$ cat config.mk
export PLATFORM = sky130hd
export DESIGN_NAME = bks_ctrl
export DESIGN_NICKNAME = d
export VERILOG_FILES = /design/src/hdl/bks_pkg.sv /design/src/hdl/bks_ctrl.sv
export VERILOG_INCLUDE_DIRS = /design/src /design/src/hdl
export SDC_FILE = /design/constraint.sdc
export NUM_CORES = 1
export LEC_CHECK = 0
export BUFFER_PORTS_ARGS = -buffer_cell sky130_fd_sc_hd__clkbuf_2
export CAP_MARGIN = 40
export CORE_MARGIN = 2
export CORE_UTILIZATION = 35
export DETAILED_ROUTE_END_ITERATION = 8
export PLACE_DENSITY = 0.57
export REMOVE_ABC_BUFFERS = 1
export SLEW_MARGIN = 20
export SYNTH_ARGS = -nofsm -noshare
export SYNTH_HDL_FRONTEND = slang
export SYNTH_SLANG_ARGS = --single-unit
$ cat constraint.sdc
create_clock -name clk -period 1.8 [get_ports clk]
set_input_delay 0.18 -clock clk [delete_from_list [all_inputs] [get_ports clk]]
set_output_delay 0.18 -clock clk [all_outputs]
set_load 0.05 [all_outputs]
$ cat src/hdl/assert_macros.svh
// Assertion macros shared by the key search RTL.
// Each macro expects a clock named clk and an active-high reset named rst in scope.
`ifndef ASSERT_MACROS_SVH
`define ASSERT_MACROS_SVH

// Check that a condition implies a property in the same cycle
`define ASSERT_SAME(label, cond, prop, msg) \
  label: assert property (@(posedge clk) disable iff (rst) (cond) |-> (prop)) \
    else $error(msg);

// Check that a condition implies a property in the next cycle
`define ASSERT_NEXT(label, cond, prop, msg) \
  label: assert property (@(posedge clk) disable iff (rst) (cond) |=> (prop)) \
    else $error(msg);

`endif

$ cat src/hdl/bks_pkg.sv
// Shared types and constants for the tree node key search block.
// Used by bks_ctrl, bks_datapath and the top level; depends on nothing.
package bks_pkg;

  // Table geometry
  localparam int MAX_ENTRIES = 256;
  localparam int KEY_BITS    = 64;
  localparam int IDX_W       = $clog2(MAX_ENTRIES);
  localparam int CNT_W       = $clog2(MAX_ENTRIES + 1);
  localparam int BOUND_W     = CNT_W + 1;

  // Field widths on the ports
  localparam int KIND_W      = 3;
  localparam int KEY_W       = 64;
  localparam int ADDR_W      = 32;
  localparam int STATUS_W    = 3;
  localparam int INDEX_W     = 9;
  localparam int IN_DATA_W   = KEY_W + ADDR_W;
  localparam int OUT_FIELD_W = INDEX_W + ADDR_W;
  localparam int OUT_DATA_W  = ((OUT_FIELD_W + 7) / 8) * 8;

  typedef enum logic [KIND_W-1:0] {
    KIND_CLEAR  = 3'd0,
    KIND_APPEND = 3'd1,
    KIND_EXACT  = 3'd2,
    KIND_INSERT = 3'd3,
    KIND_FLOOR  = 3'd4,
    KIND_ADDR   = 3'd5
  } kind_t;

  typedef enum logic [STATUS_W-1:0] {
    ST_OK        = 3'd0,
    ST_NOT_FOUND = 3'd1,
    ST_DUPLICATE = 3'd2,
    ST_EMPTY     = 3'd3,
    ST_FULL      = 3'd4
  } status_t;

  // Table read address source
  typedef enum logic [2:0] {
    RD_MID_NEW,
    RD_MID_M1,
    RD_MID_P1,
    RD_LAST,
    RD_FIRST,
    RD_SCAN
  } rd_sel_t;

  // Result index source
  typedef enum logic [1:0] {
    IDX_ZERO,
    IDX_MID,
    IDX_COUNT,
    IDX_SCAN
  } idx_sel_t;

  typedef struct packed {
    logic     capture;
    logic     clear_count;
    logic     append;
    logic     init_bounds;
    logic     mid_up;
    logic     mid_load;
    logic     lo_step;
    logic     hi_step;
    logic     scan_clear;
    logic     scan_step;
    logic     rd_en;
    rd_sel_t  rd_sel;
    logic     res_load;
    status_t  res_status;
    idx_sel_t res_idx_sel;
    logic     res_addr_rd;
    logic     out_load;
  } dp_cmd_t;

  typedef struct packed {
    logic in_range;
    logic stored_lt;
    logic stored_gt;
    logic mid_zero;
    logic mid_last;
    logic count_zero;
    logic count_full;
    logic scan_end;
    logic addr_hit;
  } dp_stat_t;

endpackage

$ cat src/hdl/bks_ctrl.sv
// Controller of the key search block: sequences each query's probes and the
// output handshake. Depends on bks_pkg and assert_macros.svh.
`include "assert_macros.svh"

module bks_ctrl import bks_pkg::*; (
  input  logic     clk,
  input  logic     rst,
  input  logic     s_tvalid,
  output logic     s_tready,
  input  kind_t    kind,
  output logic     m_tvalid,
  input  logic     m_tready,
  output dp_cmd_t  cmd,
  input  dp_stat_t stat
);

  typedef enum logic [3:0] {
    IDLE, EXEC,
    E_MID, E_CHK,
    I_LAST, I_MID, I_CHK, I_PREV,
    F_FIRST, F_MID, F_CHK, F_NEXT,
    S_ISSUE, S_CHK,
    DONE
  } state_t;

  state_t state, state_next;
  kind_t  kind_q;

  // Add a result load to a command
  function automatic dp_cmd_t with_result(dp_cmd_t c, status_t s, idx_sel_t i,
                                          logic a);
    dp_cmd_t r;
    r = c;
    r.res_load    = 1'b1;
    r.res_status  = s;
    r.res_idx_sel = i;
    r.res_addr_rd = a;
    return r;
  endfunction

  // Decode state and datapath status into commands
  always_comb begin
    cmd        = '0;
    state_next = state;
    s_tready   = (state == IDLE) && !rst;
    unique case (state)
      IDLE: begin
        if (s_tvalid && s_tready) begin
          cmd.capture = 1'b1;
          state_next  = EXEC;
        end
      end
      EXEC: begin
        unique case (kind_q)
          KIND_CLEAR: begin
            cmd.clear_count = 1'b1;
            cmd = with_result(cmd, ST_OK, IDX_ZERO, 1'b0);
            state_next = DONE;
          end
          KIND_APPEND: begin
            if (stat.count_full) begin
              cmd = with_result(cmd, ST_FULL, IDX_ZERO, 1'b0);
            end else begin
              cmd.append = 1'b1;
              cmd = with_result(cmd, ST_OK, IDX_COUNT, 1'b0);
            end
            state_next = DONE;
          end
          KIND_EXACT: begin
            cmd.init_bounds = 1'b1;
            state_next = E_MID;
          end
          KIND_INSERT: begin
            if (stat.count_zero) begin
              cmd = with_result(cmd, ST_OK, IDX_ZERO, 1'b0);
              state_next = DONE;
            end else begin
              cmd.init_bounds = 1'b1;
              cmd.rd_en  = 1'b1;
              cmd.rd_sel = RD_LAST;
              state_next = I_LAST;
            end
          end
          KIND_FLOOR: begin
            if (stat.count_zero) begin
              cmd = with_result(cmd, ST_EMPTY, IDX_ZERO, 1'b0);
              state_next = DONE;
            end else begin
              cmd.init_bounds = 1'b1;
              cmd.rd_en  = 1'b1;
              cmd.rd_sel = RD_FIRST;
              state_next = F_FIRST;
            end
          end
          KIND_ADDR: begin
            cmd.scan_clear = 1'b1;
            state_next = S_ISSUE;
          end
          default: begin
            cmd = with_result(cmd, ST_NOT_FOUND, IDX_ZERO, 1'b0);
            state_next = DONE;
          end
        endcase
      end
      // Exact find: midpoint rounded down
      E_MID: begin
        if (stat.in_range) begin
          cmd.mid_load = 1'b1;
          cmd.rd_en    = 1'b1;
          cmd.rd_sel   = RD_MID_NEW;
          state_next   = E_CHK;
        end else begin
          cmd = with_result(cmd, ST_NOT_FOUND, IDX_ZERO, 1'b0);
          state_next = DONE;
        end
      end
      E_CHK: begin
        priority if (stat.stored_lt) begin
          cmd.lo_step = 1'b1;
          state_next  = E_MID;
        end else if (stat.stored_gt) begin
          cmd.hi_step = 1'b1;
          state_next  = E_MID;
        end else begin
          cmd = with_result(cmd, ST_OK, IDX_MID, 1'b0);
          state_next = DONE;
        end
      end
      // Insert position: last entry first, then midpoint rounded up
      I_LAST: begin
        if (stat.stored_lt) begin
          cmd = with_result(cmd, ST_OK, IDX_COUNT, 1'b0);
          state_next = DONE;
        end else begin
          state_next = I_MID;
        end
      end
      I_MID: begin
        if (stat.in_range) begin
          cmd.mid_up   = 1'b1;
          cmd.mid_load = 1'b1;
          cmd.rd_en    = 1'b1;
          cmd.rd_sel   = RD_MID_NEW;
          state_next   = I_CHK;
        end else begin
          cmd = with_result(cmd, ST_NOT_FOUND, IDX_ZERO, 1'b0);
          state_next = DONE;
        end
      end
      I_CHK: begin
        priority if (stat.stored_lt) begin
          cmd.lo_step = 1'b1;
          state_next  = I_MID;
        end else if (stat.stored_gt) begin
          // Stage the midpoint as answer; the previous entry decides
          cmd = with_result(cmd, ST_OK, IDX_MID, 1'b0);
          if (stat.mid_zero) begin
            state_next = DONE;
          end else begin
            cmd.rd_en  = 1'b1;
            cmd.rd_sel = RD_MID_M1;
            state_next = I_PREV;
          end
        end else begin
          cmd = with_result(cmd, ST_DUPLICATE, IDX_MID, 1'b0);
          state_next = DONE;
        end
      end
      I_PREV: begin
        if (stat.stored_lt) begin
          state_next = DONE;
        end else begin
          cmd.hi_step = 1'b1;
          state_next  = I_MID;
        end
      end
      // Floor child: first entry first, then midpoint rounded up
      F_FIRST: begin
        if (stat.stored_gt) begin
          cmd = with_result(cmd, ST_OK, IDX_ZERO, 1'b1);
          state_next = DONE;
        end else begin
          state_next = F_MID;
        end
      end
      F_MID: begin
        if (stat.in_range) begin
          cmd.mid_up   = 1'b1;
          cmd.mid_load = 1'b1;
          cmd.rd_en    = 1'b1;
          cmd.rd_sel   = RD_MID_NEW;
          state_next   = F_CHK;
        end else begin
          cmd = with_result(cmd, ST_NOT_FOUND, IDX_ZERO, 1'b0);
          state_next = DONE;
        end
      end
      F_CHK: begin
        priority if (stat.stored_lt) begin
          // Stage the midpoint and its address; the next entry decides
          cmd = with_result(cmd, ST_OK, IDX_MID, 1'b1);
          if (stat.mid_last) begin
            state_next = DONE;
          end else begin
            cmd.rd_en  = 1'b1;
            cmd.rd_sel = RD_MID_P1;
            state_next = F_NEXT;
          end
        end else if (stat.stored_gt) begin
          cmd.hi_step = 1'b1;
          state_next  = F_MID;
        end else begin
          cmd = with_result(cmd, ST_OK, IDX_MID, 1'b1);
          state_next = DONE;
        end
      end
      F_NEXT: begin
        if (stat.stored_gt) begin
          state_next = DONE;
        end else begin
          cmd.lo_step = 1'b1;
          state_next  = F_MID;
        end
      end
      // Address scan: read one entry, then compare its address, until a hit or the end
      S_ISSUE: begin
        if (stat.scan_end) begin
          cmd = with_result(cmd, ST_NOT_FOUND, IDX_ZERO, 1'b0);
          state_next = DONE;
        end else begin
          cmd.rd_en  = 1'b1;
          cmd.rd_sel = RD_SCAN;
          state_next = S_CHK;
        end
      end
      S_CHK: begin
        if (stat.addr_hit) begin
          cmd = with_result(cmd, ST_OK, IDX_SCAN, 1'b0);
          state_next = DONE;
        end else begin
          cmd.scan_step = 1'b1;
          state_next    = S_ISSUE;
        end
      end
      // Hand the result to the output register once it is free
      DONE: begin
        if (!m_tvalid || m_tready) begin
          cmd.out_load = 1'b1;
          state_next   = IDLE;
        end
      end
      default: begin
        state_next = IDLE;
      end
    endcase
  end

  // State, captured kind and output valid
  always_ff @(posedge clk) begin
    if (rst) begin
      state    <= IDLE;
      kind_q   <= KIND_CLEAR;
      m_tvalid <= 1'b0;
    end else begin
      state <= state_next;
      if (cmd.capture) kind_q <= kind;
      if (cmd.out_load) begin
        m_tvalid <= 1'b1;
      end else if (m_tready) begin
        m_tvalid <= 1'b0;
      end
    end
  end

  `ASSERT_SAME(a_out_free, cmd.out_load, !m_tvalid || m_tready, "result overwrites pending beat")
  `ASSERT_NEXT(a_out_valid, cmd.out_load, m_tvalid, "loaded result not presented")
  `ASSERT_NEXT(a_capture_exec, cmd.capture, state == EXEC, "accepted beat not executed")

endmodule

==> impl_metrics.tcl, run 1 <==
set metrics [dict create \
    vias 1657 \
    crit_type "reg2out" \
    antenna_left 0 \
    fill_cells 259 \
    synthCells 171 \
    relSlewSlack_pct 73.22 \
    cp_max_fo 5 \
    dominantRegCellSynth "dfxtp_1" \
    synthAdderAreaFrac_pct 0 \
    drive_above_1_share_pct 52.94 \
    avgSynthCellArea_um2 6.468 \
    seq_area_frac_synth_pct 14.48 \
    finClkSkew_ns 0.001189 \
    cts_buffer_depth 2 \
    hold_depth 3 \
    root_buffer "clkbuf_4" \
    placed_cells 269 \
    pwr-share-clk_pct 5.8 \
    io-pin-count 40 \
    grt_pass1_vias 1452 \
    rows 20 \
    dp_hpwl_um 3253 \
    fmax_mhz 515.8 \
    finish.utilization_pct 65.45 \
    synth_area_leaders "dfxtp_1, nand2b_1, nor2b_1, nor2_1, a21oi_1" \
    synth_common_cells "nor2_1, nand2_1, a21oi_1, nand2b_1, nor2b_1" \
    switchingPower_mw 1.211 \
    viasPerCell 5.876 \
    routed_wl_um 4570 \
    pwr-share-seq_pct 13.5 \
    p_per_area_mw_per_mm2 1212 \
    synth_seq_cells 8 \
    yosysTopAreaCell "dfxtp_1" \
    ir_worst_vdd_mv 0.7297 \
    netlist_area_mm2 0.001106 \
    muxShareOfSynthArea_pct 1.018 \
    synth_compound_area_share_pct 34.73 \
    synth_top_family_by_area "simple AND/OR/NAND/NOR gates" \
    ff2ff_path_depth 7 \
    io_buffer_count 39 \
    place_congestion 0.9117 \
    layout_min_cycle_time_ns 1.939 \
    dr.pass1.iters 5 \
    tns_ns -0.6644 \
    synth.most_common_cell "nor2_1" \
    hold_viol 0 \
    grt_max_degree 14 \
    setup_viol 11 \
    violations "setup timing" \
    tightestPinTransition_ns 0.4002 \
    fin_cells 282 \
    seqCellArea_um2 175.2 \
    end_kind "output pin" \
    worst_slack_ns -0.1386 \
    cts.sinks 8 \
    gr-total-overflow 0 \
    ys_async_sr_fraction_pct 0 \
    fp.dieW_um 60.22 \
    synth_edf_count 0 \
    clk_latency_ns 0.26 \
    clk_pin_slew_worst_paths_ns 0.05 \
    synthSimpleGateAreaFrac_pct 42.99 \
    grt_pass1_wl_um 6693 \
    period_share_pct 107.7 \
    p_leak_nw 0.8756 \
    nNetsFinal 256 \
    wl_per_cell_um 16.21 \
    cp.arrival_ns 1.76 \
    synthToLayoutAreaGrowth_pct 79.19 \
    cp.required_ns 1.62 \
    status "complete, but fails checks" \
    slew_violations 0 \
    h-tree-depth 1 \
    comb_power_share_pct 80.6 \
    cts_tree "done" \
    placed_area_mm2 0.001583 \
    critPathLaunchType "register" \
    antenna_found_initial 0 \
    die-area_mm2 0.003626 \
    p_sw_share_pct 50.39 \
    max_cap_violations 0 \
    multiInputGateArea_mm2 0.001027 \
    drt_iter0_drc 167 \
    synth_xor_area_share_pct 0 \
    remaining_drc_errors 0 \
    synth.top_cell.area_share_pct 14.48 \
    hold_class "in2reg" \
    diodes 0 \
    coreArea_mm2 0.003028 \
    finalPower_mw 2.402 \
    p_int_mw 1.192 \
    die_y_um 60.22 \
    ys.warnings.count 0 \
    cts_buffers 3 \
    rsz0062_at_grt "true" \
    final_area_mm2 0.001982 \
    track_usage_pct 24.42 \
    start_util_pct 36.53 \
    ys_types 47 \
]
repair_timing:
| action | 4_1_cts | 5_1_grt |
|---|---|---|
| hold buffers | 0 | 0 |
| gates resized for setup | 57 | 41 |
| setup endpoints to repair | 18 | 20 |
| setup buffers | 4 | 6 |
| pin swaps | 7 | 6 |
worst max-delay path: stages (launching register included):
cell and delay, ns:
dfxtp_4 0.37, buf_6 0.12, and2b_2 0.26, a22oi_2 0.17, nor3_1 0.07, a31oi_1 0.19
nand3_1 0.12, clkbuf_8 0.19
metal layers:
metal | up-vias | GRT usage, % | share of wire [%] | routed length (um)
li1 | 772 | - | - | -
met1 | 773 | 32.73 | 42 | 1939
met2 | 103 | 39.60 | 48 | 2175
met3 | 9 | 2.165 | 8.4 | 385
met4 | 0 | 10.48 | 1.5 | 69
met5 | - | 0 | 0 | 0
power groups by stage:
stage                     sequential, mW  combinational (mW)  clock, mW
after detailed placement           0.291                1.51          0
final                              0.325                1.94      0.140
after CTS                          0.309                1.75      0.144
after floorplan                    0.348               0.810          0
after global routing               0.332                2.04      0.155
after global placement             0.285                1.49          0
cells by family after synthesis:
kind of cell / Yosys count
simple gates: 89
compound gates: 56
buf+inv: 17
mux: 1
flops: 8
placed cells by master (no fill, tap or decap), drive strengths merged, types with 3 or more instances in the layout:
cell,synthesis,final
a21oi,12,12
a31oi,4,4
a32oi,3,3
and2,3,3
and3,3,3
buf,12,56
clkbuf,2,25
dfxtp,8,8
inv,3,3
nand2,16,16
nand2b,12,12
nand3,8,8
nor2,18,18
nor2b,12,12
nor3,7,7
o21ai,11,11
o22ai,3,3
o32ai,3,3
path summary, 6_finish.rpt:
| check | startpoint | end | slack [ns] |
|---|---|---|---|
| worst max register to register | state[2] | state[2] | 0.12 |
| worst min register to register | kind_q[2] | kind_q[2] | 0.57 |
| worst min-delay path | kind[2] | kind_q[2] | 0.14 |
| worst max-delay path | state[2] | cmd[7] | -0.14 |
state kept, by name (all words and copies together) (netlist names):
register,count
state,4
kind_q,3
m_tvalid,1
metrics by stage:
stage | hold WS (ns) | setup WS (ns)
after floorplan | 0.2524 | -1.057
after global placement | 0.4180 | 0.03700
after detailed placement | 0.4099 | 0.04585
after CTS | 0.1432 | -0.1068
after global routing | 0.1576 | -0.1879
final | 0.1435 | -0.1386
final cells by class:
cell class	instances	share of cell area, %
multi-input combinational	146	51.83
clock buffer	3	1.136
inverter	3	0.8207
tap	44	2.778
sequential	8	8.838
timing repair buffer	78	34.60
Note: power is estimated with default switching activity, not from simulation.
==> inputs of run 2 (changes only) <==
==> constraint.sdc (replaced) <==
create_clock -name clk -period 2.2 [get_ports clk]
set_input_delay 0.22 -clock clk [delete_from_list [all_inputs] [get_ports clk]]
set_output_delay 0.22 -clock clk [all_outputs]
set_load 0.05 [all_outputs]
==> impl_metrics.tcl, run 2 (synthesis results as in run 1) <==
set metrics [dict create \
    cp.required_ns 1.98 \
    wl_per_cell_um 14.33 \
    rows 20 \
    ir_worst_vdd_mv 0.4115 \
    finish.utilization_pct 47.02 \
    gr-total-overflow 0 \
    cts_buffer_depth 2 \
    r2r_end "state[2]" \
    die_y_um 60.22 \
    max_cap_violations 0 \
    p_per_area_mw_per_mm2 992.1 \
    setup.worst_path.start "state[1]" \
    setup_viol 0 \
    top_regs "state x4, kind_q x3, m_tvalid x1" \
    p_leak_nw 0.6441 \
    regToRegSetupSlack_ns 0.46 \
    place_congestion 0.9471 \
    cp_slowest_cell "dfxtp_1" \
    viasPerCell 5.694 \
    finClkSkew_ns 0.001348 \
    layout_common_cells "clkbuf_2, nor2_1, nand2_1" \
    slew_violations 0 \
    largest_reg_flops 4 \
    remaining_drc_errors 0 \
    drt_iter0_drc 127 \
    hold_class "in2reg" \
    hold_viol 0 \
    crit_chain "buf_4 > nor2b_1 > buf_4 > a22o_1 > a21oi_1 > nand3_1 > clkbuf_4" \
    relSlewSlack_pct 69.28 \
    cts_buffers 3 \
    max_stage_delay_ns 0.41 \
    drive_above_1_share_pct 32.23 \
    io-pin-count 40 \
    final_area_mm2 0.001424 \
    routed_wl_um 3654 \
    die-area_mm2 0.003626 \
    rsz0062_at_grt "false" \
    synthToLayoutAreaGrowth_pct 28.73 \
    ff2ff_path_depth 7 \
    layout_min_cycle_time_ns 2.157 \
    root_buffer "clkbuf_4" \
    reg2reg_from "state[3]" \
    fp.dieW_um 60.22 \
    cp_max_fo 7 \
    h-tree-depth 1 \
    grt_pass1_wl_um 5802 \
    crit_buf_inv 3 \
    io_buffer_count 39 \
    grt_max_degree 15 \
    cts_tree "done" \
    holdWs_ns 0.1938 \
    track_usage_pct 20.85 \
    largest-register "state" \
    diodes 0 \
    period_share_pct 98.05 \
    clk_pin_slew_worst_paths_ns 0.05 \
    tightestPinTransition_ns 0.4570 \
    crit_cells 7 \
    status "completed" \
    antenna_left 0 \
    grt_pass1_vias 1225 \
    crit_type "reg2out" \
    antenna_found_initial 0 \
    start_util_pct 36.53 \
    critPathLaunchType "register" \
    fmax_mhz 463.6 \
    nNetsFinal 229 \
    clk_latency_ns 0.25 \
    end_kind "output pin" \
    cts.sinks 8 \
    dp_hpwl_um 2878 \
    placed_area_mm2 0.001383 \
    cp_top_family "buffers and inverters" \
    layout_commonest_cell "clkbuf_2" \
    fin_cells 255 \
    placed_cells 252 \
    postCtsHoldBufs 0 \
    cp.arrival_ns 1.94 \
    critPathCapture "cmd[7]" \
    postCtsSetupBuffers 0 \
    tns_ns 0 \
    vias 1452 \
    dr.pass1.iters 4 \
    cp_common_cell "buf_4" \
    coreArea_mm2 0.003028 \
]
==> run 2: worst min-delay path, cell delays in order <==
cell and delay [ns]:
clkbuf_2 0.07, nand3_1 0.05, o21ai_0 0.06
==> run 2: where the power goes <==
group	switching (mW)	internal [mW]	leakage, nW
Combinational	0.673	0.370	0.564
Clock	0.0489	0.0624	0.0138
Sequential	0.0729	0.185	0.0667
Total	0.795	0.618	0.644
==> run 2: final cells by class <==
cell class | instances | area, um2
Inverter | 3 | 11.26
Timing Repair Buffer | 51 | 292.8
Multi-Input combinational cell | 146 | 878.3
Clock buffer | 3 | 22.52
Fill cell | 320 | 1604
Tap cell | 44 | 55.05
Sequential cell | 8 | 163.9
==> run 2: repair_timing <==
action	CTS	global route
resized for setup	2	13
setup endpoints to repair	5	10
cloned	0	0
pin swaps	0	0
==> run 2: how the worst min path moves through the flow <==
stage,start,endpoint,cells past startpoint
after global routing,kind[2],kind_q[2],3
final,kind[2],kind_q[2],3
after global placement,kind[0],kind_q[0],3
after detailed placement,kind[2],kind_q[2],3
after floorplan,rst,m_tvalid,1
after CTS,kind[2],kind_q[2],3
==> run 2: per-layer routing <==
layer | wire length, um | track usage [%] | share of wire, %
met1 | 1753 | 30.38 | 48
met2 | 1583 | 31.37 | 43
met3 | 267 | 1.515 | 7.3
met4 | 50 | 8.254 | 1.4
met5 | 0 | 0 | 0
==> run 2: per-stage QoR <==
stage,power [mW],setup WS (ns)
2_1_floorplan,0.9471,-0.6969
3_3_place_gp,1.268,0.2240
3_5_place_dp,1.258,0.1793
4_1_cts,1.375,0.01468
5_1_grt,1.505,0.01782
6_report,1.413,0.04285
==> inputs of run 3 (changes only) <==
--- a/config.mk
+++ b/config.mk
@@ -11,7 +11,6 @@
 export CORE_MARGIN = 2
 export CORE_UTILIZATION = 35
 export DETAILED_ROUTE_END_ITERATION = 8
-export PLACE_DENSITY = 0.57
 export REMOVE_ABC_BUFFERS = 1
 export SLEW_MARGIN = 20
 export SYNTH_ARGS = -nofsm -noshare
==> impl_metrics.tcl, run 3 (synthesis results as in run 1) <==
set metrics [dict create \
    io_buffer_count 39 \
    top_regs "state x4, kind_q x3, m_tvalid x1" \
    crit_type "reg2out" \
    cp_max_fo 9 \
    max_stage_delay_ns 0.50 \
    grt_pass1_wl_um 5906 \
    tightestPinTransition_ns 0.4641 \
    grt_pass1_vias 1266 \
    cts_buffer_depth 2 \
    viasPerCell 5.781 \
    io-pin-count 40 \
    place_ws_ns 0.1934 \
    layout_common_cells "clkbuf_2, nor2_1, nand2_1" \
    clk_pin_slew_worst_paths_ns 0.06 \
    largest-register "state" \
    cts_tree "done" \
    switchingPower_mw 0.8009 \
    crit_chain "inv_1 > nand2_1 > nor2_1 > o21a_1 > or3_1 > buf_2" \
    placed_cells 248 \
    fp.dieW_um 60.22 \
    largest_reg_flops 4 \
    m1WireLength_um 1760 \
    diodes 0 \
    layout_min_cycle_time_ns 2.153 \
    cp_top_family "simple AND/OR/NAND/NOR gates" \
    wl_met2_um 1660 \
    comb_power_share_pct 73.0 \
    antenna_left 0 \
    hold_class "in2reg" \
    cp.required_ns 1.98 \
    grt_max_degree 14 \
    p_int_mw 0.5933 \
    finClkSkew_ns 0.007718 \
    multiInputGateArea_um2 884.6 \
    wl_per_cell_um 15.08 \
    layout_commonest_cell "clkbuf_2" \
    slew_violations 0 \
    start_util_pct 36.53 \
    tns_ns 0 \
    drt_iter0_drc 109 \
    cp_slowest_cell "dfxtp_1" \
    end_kind "output pin" \
    ir_worst_vdd_mv 0.5281 \
    clk_latency_ns 0.25 \
    cp.arrival_ns 1.93 \
    root_buffer "clkbuf_4" \
    synthToLayoutAreaGrowth_pct 25.91 \
    gr-total-overflow 0 \
    pwr-share-clk_pct 8.2 \
    p_sw_share_pct 57.44 \
    rsz0062_at_grt "true" \
    dp_hpwl_um 2934 \
    vias 1451 \
    cts.sinks 8 \
    h-tree-depth 1 \
    dr.pass1.iters 4 \
    top_layer_used "met4" \
    place_congestion 0.9311 \
    relSlewSlack_pct 68.81 \
    rows 20 \
    p_per_area_mw_per_mm2 1001 \
    setup_viol 0 \
    die-area_mm2 0.003626 \
    hold_viol 0 \
    routed_wl_um 3785 \
    antenna_found_initial 0 \
    postCtsSetupBuffers 0 \
    remaining_drc_errors 0 \
    nNetsFinal 225 \
    track_usage_pct 21.39 \
    postCtsHoldBufs 0 \
    crit_buf_inv 2 \
    fill_cells 338 \
    drive_above_1_share_pct 30.92 \
    coreArea_mm2 0.003028 \
    fmax_mhz 464.4 \
    pwr-share-seq_pct 18.8 \
    finalPower_mw 1.394 \
    die_y_um 60.22 \
    period_share_pct 97.87 \
    max_cap_violations 0 \
    seqCellArea_um2 161.4 \
    worst_slack_ns 0.04679 \
    p_leak_nw 0.6269 \
    critPathLaunchType "register" \
    fin_cells 251 \
    finish.utilization_pct 45.99 \
    status "completed" \
    wl_met3_um 281 \
    cts_buffers 3 \
]
==> run 3: changes by cell type in the layout (fill, tap and decap cells not counted), moves of 2 or more <==
| cell | previous run | this run |
|---|---|---|
| dfxtp_1 | 5 | 7 |
| buf_4 | 13 | 9 |
| dfxtp_2 | 3 | 1 |
| clkbuf_4 | 5 | 3 |
==> run 3: worst paths after layout <==
| kind | cells past startpoint | from | endpoint | slack, ns |
|---|---|---|---|---|
| hold / removal | 3 | kind[1] | kind_q[1] | 0.19 |
| setup / recovery | 6 | state[0] | cmd[11] | 0.05 |
| setup reg to reg | 6 | state[0] | state[2] | 0.49 |
| hold reg to reg | 2 | kind_q[1] | kind_q[1] | 0.59 |
==> run 3: stage by stage <==
| step | hold WS, ns | area (um2) |
|---|---|---|
| after floorplan | 0.2924 | 1042 |
| after global placement | 0.4482 | 1353 |
| after detailed placement | 0.4498 | 1353 |
| after CTS | 0.1875 | 1378 |
| after global routing | 0.2117 | 1393 |
| final | 0.1914 | 1393 |
==> run 3: repair_timing <==
action,4_1_cts,5_1_grt
resized for setup,2,10
endpoints found under the setup margin,2,9
cloned,0,0
==> run 3: layout make-up <==
type,count,area share [%]
clock buffer,3,1.617
inverter,3,0.8086
multi-input combinational,146,63.52
sequential,8,11.59
tap,44,3.953
timing repair buffer,47,18.51
==> run 3: routing by layer <==
metal	vias to the layer above	track usage, %
met5	-	0
met4	0	8.889
met3	8	2.381
met2	74	33.07
met1	663	29.84
li1	706	-
==> run 3: worst register-to-register path: cells and delay by family (launching register included) <==
family	cells	cell delay [ns]
compound gates	4	0.80
flops	1	0.50
buf+inv	1	0.23
simple gates	1	0.05
==> run 3: power groups by stage <==
stage               sequential [mW]  clock (mW)  combinational [mW]
floorplan                     0.284           0               0.663
finish                        0.262       0.114                1.02
CTS                           0.255       0.117               0.987
detailed placement            0.258           0               0.981
global placement              0.254           0               0.991
global route                  0.270       0.124                1.10
